File: config.mk
export PLATFORM = sky130hd
export DESIGN_NAME = lookup2_key_hash_top
export DESIGN_NICKNAME = d
export VERILOG_FILES = /design/src/rtl/lkh_pkg.sv /design/src/rtl/lkh_fifo.sv /design/src/rtl/lkh_front.sv /design/src/rtl/lkh_back.sv /design/src/rtl/lookup2_key_hash_top.sv
export SDC_FILE = /design/constraint.sdc
export NUM_CORES = 2
export LEC_CHECK = 0
export BUFFER_PORTS_ARGS = -buffer_cell sky130_fd_sc_hd__buf_2
export CORE_AREA = 10 10 492 494
export DETAILED_ROUTE_END_ITERATION = 10
export DIE_AREA = 0 0 502 504
export PLACE_DENSITY = 0.38
export RECOVER_POWER = 50
export SETUP_SLACK_MARGIN = 0.15
export SYNTH_ARGS = -nofsm -noshare
export SYNTH_HDL_FRONTEND = slang
export SYNTH_SLANG_ARGS = --single-unit
File: constraint.sdc
create_clock -name aclk -period 28.1 [get_ports aclk]
set_input_delay 4.215 -clock aclk [delete_from_list [all_inputs] [get_ports aclk]]
set_output_delay 4.215 -clock aclk [all_outputs]
set_load 0.02 [all_outputs]
File: src/rtl/lkh_pkg.sv
`default_nettype none
// ----------------------------------------------------------------------------
// lkh_pkg
// Shared types, constants and mixing functions for the lookup2 key hash.
// ----------------------------------------------------------------------------
package lkh_pkg;

    localparam logic [31:0] GOLDEN_RATIO    = 32'h9e3779b9;
    localparam int unsigned QUEUE_DEPTH_DEF = 4;
    localparam logic [3:0]  POS_LAST        = 4'd11;
    localparam logic [3:0]  MIX_LAST_ROW    = 4'd8;

    // which accumulator a mixing row rewrites
    localparam logic [1:0] TGT_A = 2'd0;
    localparam logic [1:0] TGT_B = 2'd1;
    localparam logic [1:0] TGT_C = 2'd2;

    // one unit of work for the mixing back end
    typedef struct packed {
        logic        first;   // first job of the key: start from golden ratio and seed
        logic [31:0] seed;
        logic [31:0] word_a;
        logic [31:0] word_b;
        logic [31:0] word_c;
        logic [31:0] length;
        logic        blk;     // a full block to mix
        logic        fin;     // close the key and emit
    } lkh_job_t;

    typedef struct packed {
        logic full;
        logic empty;
    } lkh_q_stat_t;

    typedef struct packed {
        logic [31:0] a;
        logic [31:0] b;
        logic [31:0] c;
    } lkh_abc_t;

    function automatic logic [4:0] mix_shift(input logic [3:0] row);
        logic [4:0] sh;
        unique case (row)
            4'd0:    sh = 5'd13;
            4'd1:    sh = 5'd8;
            4'd2:    sh = 5'd13;
            4'd3:    sh = 5'd12;
            4'd4:    sh = 5'd16;
            4'd5:    sh = 5'd5;
            4'd6:    sh = 5'd3;
            4'd7:    sh = 5'd10;
            4'd8:    sh = 5'd15;
            default: sh = 5'd0;
        endcase
        return sh;
    endfunction

    function automatic logic [1:0] mix_target(input logic [3:0] row);
        logic [1:0] t;
        unique case (row)
            4'd0, 4'd3, 4'd6: t = TGT_A;
            4'd1, 4'd4, 4'd7: t = TGT_B;
            default:          t = TGT_C;
        endcase
        return t;
    endfunction

    // one row of the mix: two subtractions and a shifted xor
    function automatic lkh_abc_t mix_row(input lkh_abc_t s, input logic [3:0] row);
        lkh_abc_t   r;
        logic [4:0] sh;
        r  = s;
        sh = mix_shift(row);
        unique case (mix_target(row))
            TGT_A:   r.a = (s.a - s.b - s.c) ^ (s.c >> sh);
            TGT_B:   r.b = (s.b - s.c - s.a) ^ (s.a << sh);
            default: r.c = (s.c - s.a - s.b) ^ (s.b >> sh);
        endcase
        return r;
    endfunction

endpackage
`default_nettype wire

File: src/rtl/lkh_fifo.sv
`default_nettype none
// ----------------------------------------------------------------------------
// lkh_fifo
// Short job queue between the byte front end and the mixing back end.
// ----------------------------------------------------------------------------
module lkh_fifo
    import lkh_pkg::*;
#(
    parameter int unsigned DEPTH = QUEUE_DEPTH_DEF
) (
    input  wire logic        aclk,
    input  wire logic        aresetn,
    input  wire logic        push,
    input  wire lkh_job_t    push_job,
    input  wire logic        pop,
    output lkh_job_t         head_job,
    output lkh_q_stat_t      q_stat
);

    localparam int unsigned PTR_W = (DEPTH > 1) ? $clog2(DEPTH) : 1;
    localparam int unsigned CNT_W = $clog2(DEPTH + 1);

    lkh_job_t          mem_reg [DEPTH];
    logic [PTR_W-1:0]  wr_ptr_reg, wr_ptr_next;
    logic [PTR_W-1:0]  rd_ptr_reg, rd_ptr_next;
    logic [CNT_W-1:0]  count_reg, count_next;

    function automatic logic [PTR_W-1:0] ptr_inc(input logic [PTR_W-1:0] p);
        return (p == PTR_W'(DEPTH - 1)) ? '0 : p + 1'b1;
    endfunction

    assign head_job     = mem_reg[rd_ptr_reg];
    assign q_stat.full  = (count_reg == CNT_W'(DEPTH));
    assign q_stat.empty = (count_reg == '0);

    always_comb begin
        wr_ptr_next = push ? ptr_inc(wr_ptr_reg) : wr_ptr_reg;
        rd_ptr_next = pop ? ptr_inc(rd_ptr_reg) : rd_ptr_reg;
        count_next  = count_reg;
        if (push && !pop) begin
            count_next = count_reg + 1'b1;
        end else if (pop && !push) begin
            count_next = count_reg - 1'b1;
        end
    end

    always_ff @(posedge aclk) begin
        if (!aresetn) begin
            wr_ptr_reg <= '0;
            rd_ptr_reg <= '0;
            count_reg  <= '0;
        end else begin
            wr_ptr_reg <= wr_ptr_next;
            rd_ptr_reg <= rd_ptr_next;
            count_reg  <= count_next;
        end
    end

    always_ff @(posedge aclk) begin
        if (push) begin
            mem_reg[wr_ptr_reg] <= push_job;
        end
    end

endmodule
`default_nettype wire

File: src/rtl/lkh_front.sv
`default_nettype none
// ----------------------------------------------------------------------------
// lkh_front
// Takes key bytes, packs them into block words and queues mixing jobs.
// ----------------------------------------------------------------------------
module lkh_front
    import lkh_pkg::*;
(
    input  wire logic        aclk,
    input  wire logic        aresetn,
    input  wire logic        s_valid,
    output logic             s_ready,
    input  wire logic [7:0]  s_data_byte,
    input  wire logic        s_has_byte,
    input  wire logic        s_last_byte,
    input  wire logic [31:0] s_seed,
    input  wire lkh_q_stat_t q_stat,
    output logic             job_push,
    output lkh_job_t         job
);

    logic        in_key_reg, in_key_next;
    logic        first_reg, first_next;
    logic [31:0] seed_reg, seed_next;
    logic [3:0]  pos_reg, pos_next;
    logic [31:0] len_reg, len_next;
    logic [31:0] wa_reg, wa_next;
    logic [31:0] wb_reg, wb_next;
    logic [23:0] tail_reg, tail_next;

    logic        accept, open, cur_first, blk;
    logic [3:0]  cur_pos;
    logic [31:0] cur_len, cur_wa, cur_wb, cur_seed, placed, new_wa, new_wb, new_len;
    logic [23:0] cur_tail, new_tail;

    assign s_ready = !q_stat.full;
    assign accept  = s_valid && s_ready;

    always_comb begin
        open      = !in_key_reg;
        cur_first = open || first_reg;
        cur_seed  = open ? s_seed : seed_reg;
        cur_pos   = open ? 4'd0 : pos_reg;
        cur_len   = open ? 32'd0 : len_reg;
        cur_wa    = open ? 32'd0 : wa_reg;
        cur_wb    = open ? 32'd0 : wb_reg;
        cur_tail  = open ? 24'd0 : tail_reg;

        placed   = {24'd0, s_data_byte} << {cur_pos[1:0], 3'b000};
        new_wa   = cur_wa;
        new_wb   = cur_wb;
        new_tail = cur_tail;
        if (s_has_byte) begin
            unique case (cur_pos[3:2])
                2'd0:    new_wa = cur_wa | placed;
                2'd1:    new_wb = cur_wb | placed;
                default: if (cur_pos != POS_LAST) begin
                    new_tail = cur_tail | placed[23:0];
                end
            endcase
        end
        blk     = s_has_byte && (cur_pos == POS_LAST);
        new_len = cur_len + {31'd0, s_has_byte};

        job.first  = cur_first;
        job.seed   = cur_seed;
        job.word_a = new_wa;
        job.word_b = new_wb;
        // a full block takes byte eleven on top; a closing tail sits one byte up
        job.word_c = blk ? {s_data_byte, cur_tail} : {new_tail, 8'd0};
        job.length = new_len;
        job.blk    = blk;
        job.fin    = s_last_byte;
        job_push   = accept && (blk || s_last_byte);

        in_key_next = in_key_reg;
        first_next  = first_reg;
        seed_next   = seed_reg;
        pos_next    = pos_reg;
        len_next    = len_reg;
        wa_next     = wa_reg;
        wb_next     = wb_reg;
        tail_next   = tail_reg;
        if (accept) begin
            in_key_next = !s_last_byte;
            first_next  = cur_first && !job_push;
            seed_next   = cur_seed;
            len_next    = new_len;
            if (s_has_byte) begin
                pos_next = blk ? 4'd0 : cur_pos + 4'd1;
            end else begin
                pos_next = cur_pos;
            end
            wa_next   = job_push ? 32'd0 : new_wa;
            wb_next   = job_push ? 32'd0 : new_wb;
            tail_next = job_push ? 24'd0 : new_tail;
        end
    end

    always_ff @(posedge aclk) begin
        if (!aresetn) begin
            in_key_reg <= 1'b0;
        end else begin
            in_key_reg <= in_key_next;
        end
    end

    always_ff @(posedge aclk) begin
        first_reg <= first_next;
        seed_reg  <= seed_next;
        pos_reg   <= pos_next;
        len_reg   <= len_next;
        wa_reg    <= wa_next;
        wb_reg    <= wb_next;
        tail_reg  <= tail_next;
    end

endmodule
`default_nettype wire

File: src/rtl/lkh_back.sv
`default_nettype none
// ----------------------------------------------------------------------------
// lkh_back
// Adds queued words into a, b and c and mixes them one row per cycle.
// ----------------------------------------------------------------------------
module lkh_back
    import lkh_pkg::*;
(
    input  wire logic        aclk,
    input  wire logic        aresetn,
    input  wire lkh_q_stat_t q_stat,
    input  wire lkh_job_t    job,
    output logic             job_pop,
    output logic             m_valid,
    input  wire logic        m_ready,
    output logic [31:0]      m_hash_value
);

    localparam logic [1:0] ST_IDLE = 2'd0;
    localparam logic [1:0] ST_MIX  = 2'd1;
    localparam logic [1:0] ST_FIN  = 2'd2;
    localparam logic [1:0] ST_EMIT = 2'd3;

    logic [1:0]  state_reg, state_next;
    logic [3:0]  row_reg, row_next;
    logic        fin_pend_reg, fin_pend_next;
    logic        emit_pend_reg, emit_pend_next;
    logic [31:0] len_reg, len_next;
    lkh_abc_t    abc_reg, abc_next;
    logic        m_valid_reg, m_valid_next;
    logic [31:0] hash_reg, hash_next;

    lkh_abc_t    base;

    assign m_valid      = m_valid_reg;
    assign m_hash_value = hash_reg;

    always_comb begin
        state_next     = state_reg;
        row_next       = row_reg;
        fin_pend_next  = fin_pend_reg;
        emit_pend_next = emit_pend_reg;
        len_next       = len_reg;
        abc_next       = abc_reg;
        hash_next      = hash_reg;
        m_valid_next   = m_valid_reg;
        job_pop        = 1'b0;

        base.a = job.first ? GOLDEN_RATIO : abc_reg.a;
        base.b = job.first ? GOLDEN_RATIO : abc_reg.b;
        base.c = job.first ? job.seed : abc_reg.c;

        if (m_valid_reg && m_ready) begin
            m_valid_next = 1'b0;
        end

        unique case (state_reg)
            ST_IDLE: begin
                if (!q_stat.empty) begin
                    job_pop    = 1'b1;
                    abc_next.a = base.a + job.word_a;
                    abc_next.b = base.b + job.word_b;
                    abc_next.c = base.c + job.word_c;
                    len_next   = job.length;
                    row_next   = 4'd0;
                    if (job.blk) begin
                        state_next     = ST_MIX;
                        fin_pend_next  = job.fin;
                        emit_pend_next = 1'b0;
                    end else begin
                        state_next = ST_FIN;
                    end
                end
            end
            ST_FIN: begin
                abc_next.c     = abc_reg.c + len_reg;
                fin_pend_next  = 1'b0;
                emit_pend_next = 1'b1;
                row_next       = 4'd0;
                state_next     = ST_MIX;
            end
            ST_MIX: begin
                abc_next = mix_row(abc_reg, row_reg);
                row_next = row_reg + 4'd1;
                if (row_reg == MIX_LAST_ROW) begin
                    priority if (fin_pend_reg) begin
                        state_next = ST_FIN;
                    end else if (emit_pend_reg) begin
                        state_next = ST_EMIT;
                    end else begin
                        state_next = ST_IDLE;
                    end
                end
            end
            ST_EMIT: begin
                if (!m_valid_reg || m_ready) begin
                    m_valid_next = 1'b1;
                    hash_next    = abc_reg.c;
                    state_next   = ST_IDLE;
                end
            end
            default: state_next = ST_IDLE;
        endcase
    end

    always_ff @(posedge aclk) begin
        if (!aresetn) begin
            state_reg     <= ST_IDLE;
            row_reg       <= 4'd0;
            fin_pend_reg  <= 1'b0;
            emit_pend_reg <= 1'b0;
            m_valid_reg   <= 1'b0;
        end else begin
            state_reg     <= state_next;
            row_reg       <= row_next;
            fin_pend_reg  <= fin_pend_next;
            emit_pend_reg <= emit_pend_next;
            m_valid_reg   <= m_valid_next;
        end
    end

    always_ff @(posedge aclk) begin
        len_reg  <= len_next;
        abc_reg  <= abc_next;
        hash_reg <= hash_next;
    end

endmodule
`default_nettype wire

File: src/rtl/lookup2_key_hash_top.sv
// ----------------------------------------------------------------------------
// lookup2_key_hash_top - streaming lookup2 key hash, one key byte per word
// Throughput: one byte per cycle while the job queue has room; the single mixing
// row unit mixes once per 12-byte block and once per key close.
// Sync reset clears all control.
// ----------------------------------------------------------------------------
`default_nettype none
module lookup2_key_hash_top
    import lkh_pkg::*;
#(
    parameter int unsigned QUEUE_DEPTH = QUEUE_DEPTH_DEF
) (
    input  wire logic        aclk,
    input  wire logic        aresetn,
    input  wire logic        s_valid,
    output logic             s_ready,
    input  wire logic [7:0]  s_data_byte,
    input  wire logic        s_has_byte,
    input  wire logic        s_last_byte,
    input  wire logic [31:0] s_seed,
    output logic             m_valid,
    input  wire logic        m_ready,
    output logic [31:0]      m_hash_value
);

    // Front end: pack bytes little-endian into the a, b and c words of the
    // current block, count the key length and open a key on its first word,
    // capturing the seed there. A job is queued for every full block and for
    // the closing word; a block that ends on the closing word is one job with
    // both the block and close flags set.
    lkh_job_t    push_job;
    lkh_job_t    head_job;
    logic        job_push;
    logic        job_pop;
    lkh_q_stat_t q_stat;

    lkh_front u_front (
        .aclk        (aclk),
        .aresetn     (aresetn),
        .s_valid     (s_valid),
        .s_ready     (s_ready),
        .s_data_byte (s_data_byte),
        .s_has_byte  (s_has_byte),
        .s_last_byte (s_last_byte),
        .s_seed      (s_seed),
        .q_stat      (q_stat),
        .job_push    (job_push),
        .job         (push_job)
    );

    // Job queue: let the front keep taking bytes while the back end mixes.
    lkh_fifo #(
        .DEPTH (QUEUE_DEPTH)
    ) u_fifo (
        .aclk     (aclk),
        .aresetn  (aresetn),
        .push     (job_push),
        .push_job (push_job),
        .pop      (job_pop),
        .head_job (head_job),
        .q_stat   (q_stat)
    );

    // Back end: add the job words into a, b and c (from the golden ratio and
    // seed on a key's first job), run the nine mixing rows on a full block, and
    // on a close add the length, then mix and hand c to the output register.
    lkh_back u_back (
        .aclk         (aclk),
        .aresetn      (aresetn),
        .q_stat       (q_stat),
        .job          (head_job),
        .job_pop      (job_pop),
        .m_valid      (m_valid),
        .m_ready      (m_ready),
        .m_hash_value (m_hash_value)
    );

`ifndef SYNTHESIS
    // never pop an empty queue
    a_pop_has_job: assert property (@(posedge aclk) disable iff (!aresetn)
        job_pop |-> !q_stat.empty)
        else $error("job popped from empty queue");

    // never push into a full queue
    a_push_has_room: assert property (@(posedge aclk) disable iff (!aresetn)
        job_push |-> !q_stat.full)
        else $error("job pushed into full queue");

    // a lone push leaves the queue holding a job
    a_push_fills: assert property (@(posedge aclk) disable iff (!aresetn)
        job_push && !job_pop |=> !q_stat.empty)
        else $error("pushed job lost");

    // reset drops any pending result
    a_reset_quiet: assert property (@(posedge aclk)
        !aresetn |=> !m_valid)
        else $error("result valid straight after reset");
`endif

endmodule
`default_nettype wire

**After elaboration in Yosys (flattened, before gate mapping)**

Memory sizes are Yosys's and may differ from the RTL's. A register that Yosys moved wholly into a read port is not among the register bits.
Cells that the tools add are included.

- Add/sub/neg operators: 17
- Muxes and demuxes: 58
- Bitwise operators: 7
- $mul: 0
- Equality and inequality tests: 23
- Shift-type cells: 4
- Reduce and logical (&&, ||, !) cells: 37
- Divide/modulo/power cells: 0
- $lt $le $gt $ge: 0

Operators by type and width:

| operator | count |
|---|---|
| 2-to-1 mux 32 bit | 15 |
| subtractor 32 bit | 6 |
| adder 32 bit | 4 |
| case mux 64 bit (2 select lines) | 1 |
| 2-to-1 mux 24 bit | 4 |
| 2-to-1 mux 96 bit | 1 |
| case mux 32 bit (3 select lines) | 1 |
| XOR 32 bit | 3 |
| OR 32 bit | 2 |
| right shift 32 x 5 -> 32 bit | 2 |
| adder 32 x 1 -> 32 bit | 1 |
| << shifter 32 x 5 -> 32 bit | 1 |
| << shifter 8 x 5 -> 32 bit | 1 |
| 2-to-1 mux 4 bit | 6 |
| OR 24 bit | 1 |
| 2-to-1 mux 2 bit | 11 |
| AND reduction 3 bit | 5 |
| == test 4 x 3 -> 1 bit (second input constant) | 3 |
| case mux 4 bit (3 select lines) | 1 |
| 2-to-1 mux 1 bit | 11 |
| != test 2 bit (second input constant) | 5 |
| adder 4 x 1 -> 4 bit (second input constant) | 2 |
| == test 2 bit (second input constant) | 4 |
| == test 4 bit (second input constant) | 2 |
| 26 further kinds | 53 |

- Latch bits: 0
- Memories: 2
- ROM bits: 80
- Logic and storage cells: 169
- Register bits: 334
- Memory bits (writable): 652

Memory list:

| name | words | width | read ports | clocked after memory_dff | write ports | RTL line | RTL |
|---|---|---|---|---|---|---|---|
| u_fifo.mem_reg | 4 | 163 | 1 | 1 | 1 | lkh_fifo.sv:23 | `lkh_job_t mem_reg [DEPTH];` |
| (name not given) | 16 | 5 | 1 | 1 | 0 | lkh_pkg.sv:43 | `unique case (row)` |

**Longest topological paths before layout**

- Depth after elaboration: 9
- Mapped depth: 20
- Gate-level depth less buffers: 16

**Hierarchy**

From an unflattened synthesis, not the netlist that was laid out.

- Cell total of the unflattened synthesis: 4675
- Area, all modules: 58491.1 sq um

Modules (own cells, without submodules):

| module | cells each | instances | area each (sq um) | seq. area each (sq um) |
|---|---|---|---|---|
| lkh_back | 3069 | 1 | 26394.1 | 5084.9 |
| lkh_fifo | 895 | 1 | 23940.5 | 19759.0 |
| lkh_front | 711 | 1 | 8156.6 | 4734.5 |

**Worst setup path before layout**

Ideal clock, no wire load.

- Path kind: in2reg
- From: input s_valid
- To: memory u_fifo.mem_reg[3][0] (netlist bit), enable pin
- Path buffers: 1
- Required time: 27.557 ns
- Path slack: 14.357 ns
- Library setup time: 0.543 ns
- Data arrival time: 13.200 ns
- Stages on the path: 5
- Cell sequence: and2_1 o21ai_0 inv_1 clkbuf_1 and2_1

- Cells in the longest elaborated chain, start to end: 4

Ends and longest elaborated chain:

| element | RTL line | RTL |
|---|---|---|
| start, declared | lookup2_key_hash_top.sv:15 | `input wire logic s_valid,` |
| logical AND 1 bit | lkh_front.sv:37 | `assign accept = s_valid && s_ready;` |
| logical AND 1 bit | lkh_front.sv:74 | `job_push = accept && (blk \|\| s_last_byte);` |
| 2-to-1 mux 1 bit | lkh_fifo.sv:60 | `if (push) begin` |
| 2-to-1 mux 1 bit (implied by the code) | lkh_fifo.sv:61 | `mem_reg[wr_ptr_reg] <= push_job;` |
| end, declared | lkh_fifo.sv:23 |  |

Every way passes these cells.

**Worst setup path in the final report**

- From: input s_valid
- To: memory u_fifo.mem_reg[2][38] (netlist bit), enable pin

- Cells in the longest elaborated chain, start to end: 4

Ends and longest elaborated chain:

| element | RTL line | RTL |
|---|---|---|
| logical AND 1 bit | lkh_front.sv:37 |  |
| net u_front.accept | lkh_front.sv:31 | `logic accept, open, cur_first, blk;` |
| logical AND 1 bit | lkh_front.sv:74 |  |
| 2-to-1 mux 1 bit | lkh_fifo.sv:60 |  |
| 2-to-1 mux 1 bit (implied by the code) | lkh_fifo.sv:61 |  |

The timed path passes the listed nets, and every way through them passes these cells.

==> metrics.md <==
| Metric | Value |
|---|---|
| Status | `finished, violations left` |
| Violated checks | `max-capacitance violations, max-slew violations` |
| Post_cts resized | `0` |
| Post-CTS setup buffers | `0` |
| Synth warnings | `0` |
| DR WL met2 | `96400 um` |
| Final ANT Viol Nets | `0` |
| Clk_skew | `0.0579 ns` |
| CTS H-tree depth | `3` |
| Crit path DAT | `13.13 ns` |
| Post-route cell area | `0.0655 mm^2` |
| Fmax | `78.6 MHz` |
| CTS tree | `yes` |
| Largest cells by area after synthesis | `edfxtp_1 (50%), mux4_2 (8.7%), ha_1 (5.3%)` |
| Final setup fails | `0` |
| Max cap viols | `18` |
| Post-Syn Nets | `4938` |
| Initial drt markers | `3513` |
| Final core occ | `28.3%` |
| Worst-Margin Slew | `7.75 ns` |
| Core area | `0.232 mm^2` |
| Sink Count | `993` |
| Final net count | `4973` |
| Synthesis-to-layout area growth | `13.3%` |
| Setup_tns | `0 ns` |
| CP endpoint | `u_fifo.mem_reg[2][38]` |
| Worst setup path start | `s_valid` |
| Layout cells sized above 1 | `13.6%` |
| Die Wd | `502 um` |
| Top-Level Pins | `80` |
| Top Metal Used | `met5` |
| Yosys cell types | `88` |
| Most frequent cells in the layout | `edfxtp_1 (969), nand2_1 (337), nor2_1 (283)` |
| Critical path startpoint category | `input port` |
| # DRC | `0` |
| Initial antenna violation count | `32` |
| Router iterations before antenna repair | `5` |
| Gr ovfl total | `0` |
| Port buffer count | `79` |
| Critical path peak fanout | `115` |
| Vias in the first global route | `38000` |
| Synthesized cell area | `0.0578 mm^2` |
| Sequential share of the synthesized area | `51.2%` |
| Endpoints failing hold | `0` |
| Die area | `0.253 mm^2` |
| Max_slew headroom | `-417%` |
| Post-synth ARST share | `0%` |
| R2R setup slack | `18.15 ns` |
| Yosys reg bits | `993` |
| First-pass GRT wire length | `296000 um` |
| Post-CTS Hold Buffers | `0` |
| Flip-flop count of the largest register after layout | `652` |
| Drt wl/cell | `27.1 um` |
| Wl on met1 | `98700 um` |
| Most used DFF post-synth | `edfxtp_1` |
| Worst-Skew Late Latency | `0.80 ns` |
| Syn_area_per_cell | `12.7 um^2` |
| CP Capture Type | `register` |
| RSZ-0062 raised after global routing | `false` |
| Initial Utilization | `24.9%` |
| Wire length on met3 | `9930 um` |
| CP Class | `input port to register` |
| Vias | `38600` |
| Worst reg2reg path depth | `11` |
| Root buf cell | `clkbuf_16` |
| Commonest non-fill, non-tap cell in the layout | `edfxtp_1` |
| Drt via density | `4.98` |
| CTS Buf Count | `117` |
| Minimum period implied by the final worst setup slack | `12.73 ns` |
| Dpl hpwl | `154000 um` |
| Num rows | `177` |
| HP Class | `register to register` |
| Clock-pin slew on the worst setup and hold paths | `0.06 ns` |
| Final WL | `210000 um` |
| All-Layer GR Usage | `16.1%` |
| Number of flops mapped to enable cells by yosys | `969` |
| Worst path required time | `28.50 ns` |
| Post-synth top area cell | `edfxtp_1` |
| Pin count of the biggest net entering global routing | `116` |
| Dpl cell area | `0.0618 mm^2` |
| RR Endpoint | `u_fifo.mem_reg[2][38]` |
| Top cell type's share of synthesized area | `50.3%` |
| Final Cycle Share | `45.3%` |
| Max-slew violations | `739` |
| Die Ht | `504 um` |
| Cells after Synth | `4550` |
| Max clock buf depth | `3` |
| Worst R2R Start | `u_fifo.count_reg[0]` |
| Placer Congestion | `0.875` |
==> layout make-up <==
type,count,area [um^2]
fill,23700,166000
sequential,993,29600
multi-input combinational,3151,26700
tap,3043,3810
clock buffer,146,3070
timing repair buffer,150,861
clock inverter,75,826
inverter,172,646
antenna,6,15.0
==> worst min-delay path by stage <==
stage | depth (start not counted) | from | to | slack (ns)
global placement | 2 | u_fifo.rd_ptr_reg[1] | register | 0.46
detailed placement | 2 | u_fifo.rd_ptr_reg[1] | register | 0.48
finish | 2 | u_fifo.rd_ptr_reg[1] | register | 0.48
CTS | 2 | u_fifo.rd_ptr_reg[1] | register | 0.48
floorplan | 0 | u_back.abc_reg[31] | u_back.m_hash_value[31] | 0.42
global route | 2 | u_fifo.rd_ptr_reg[1] | register | 0.53
==> Yosys cell counts, types with 26 or more instances <==
cell      count
edfxtp_1    969
nand2_1     337
nor2_1      286
a21oi_1     285
ha_1        244
xnor2_1     236
mux4_2      223
o21ai_0     186
inv_1       169
clkbuf_1    159
a21o_1      126
and2_1      123
fa_1         98
xor2_1       96
mux2i_1      86
mux2_2       72
a32o_1       64
nand3_1      64
nor3_1       43
or2_2        43
buf_1        39
a211oi_1     34
a31oi_1      33
and3_1       32
o21a_1       32
nand2b_1     31
nand4_1      30
nor2b_1      27
a32oi_1      26
==> cell families after synthesis <==
family / Yosys count / share of synthesized area (%)
multiplexers: 382 / 11.6
AND/OR/NAND/NOR: 1067 / 8.72
buffers and inverters: 406 / 2.78
XOR/XNOR: 333 / 5.06
adder cells (fa/ha/maj): 342 / 8.67
AO/OA/AOI/OAI: 1027 / 12.0
flip-flops: 993 / 51.2
==> routing by layer <==
layer | global-route usage, % | vias to the layer above
met5 | 0 | -
met4 | 3.80 | 12
met3 | 2.26 | 200
met2 | 25.3 | 981
met1 | 23.2 | 20000
li1 | - | 17400
==> critical path, cell delays in order <==
cell,delay (ns)
buf_2,0.07
and2_0,0.10
clkbuf_1,5.32
o21ai_4,-0.10
buf_4,0.57
inv_1,0.12
buf_4,0.35
and2_4,0.69
buf_4,0.85
buf_4,0.70
==> through the flow <==
step | hold slack, ns | std cells | setup slack (ns)
floorplan | 0.424 | 4550 | 14.36
global placement | 0.463 | 7509 | 18.82
detailed placement | 0.478 | 7509 | 18.91
CTS | 0.481 | 7730 | 19.74
global route | 0.529 | 7731 | 14.39
finish | 0.476 | 7736 | 15.37
Power is not shown: default switching activity piles up to over one toggle a cycle in this logic, so the estimate is an artifact.
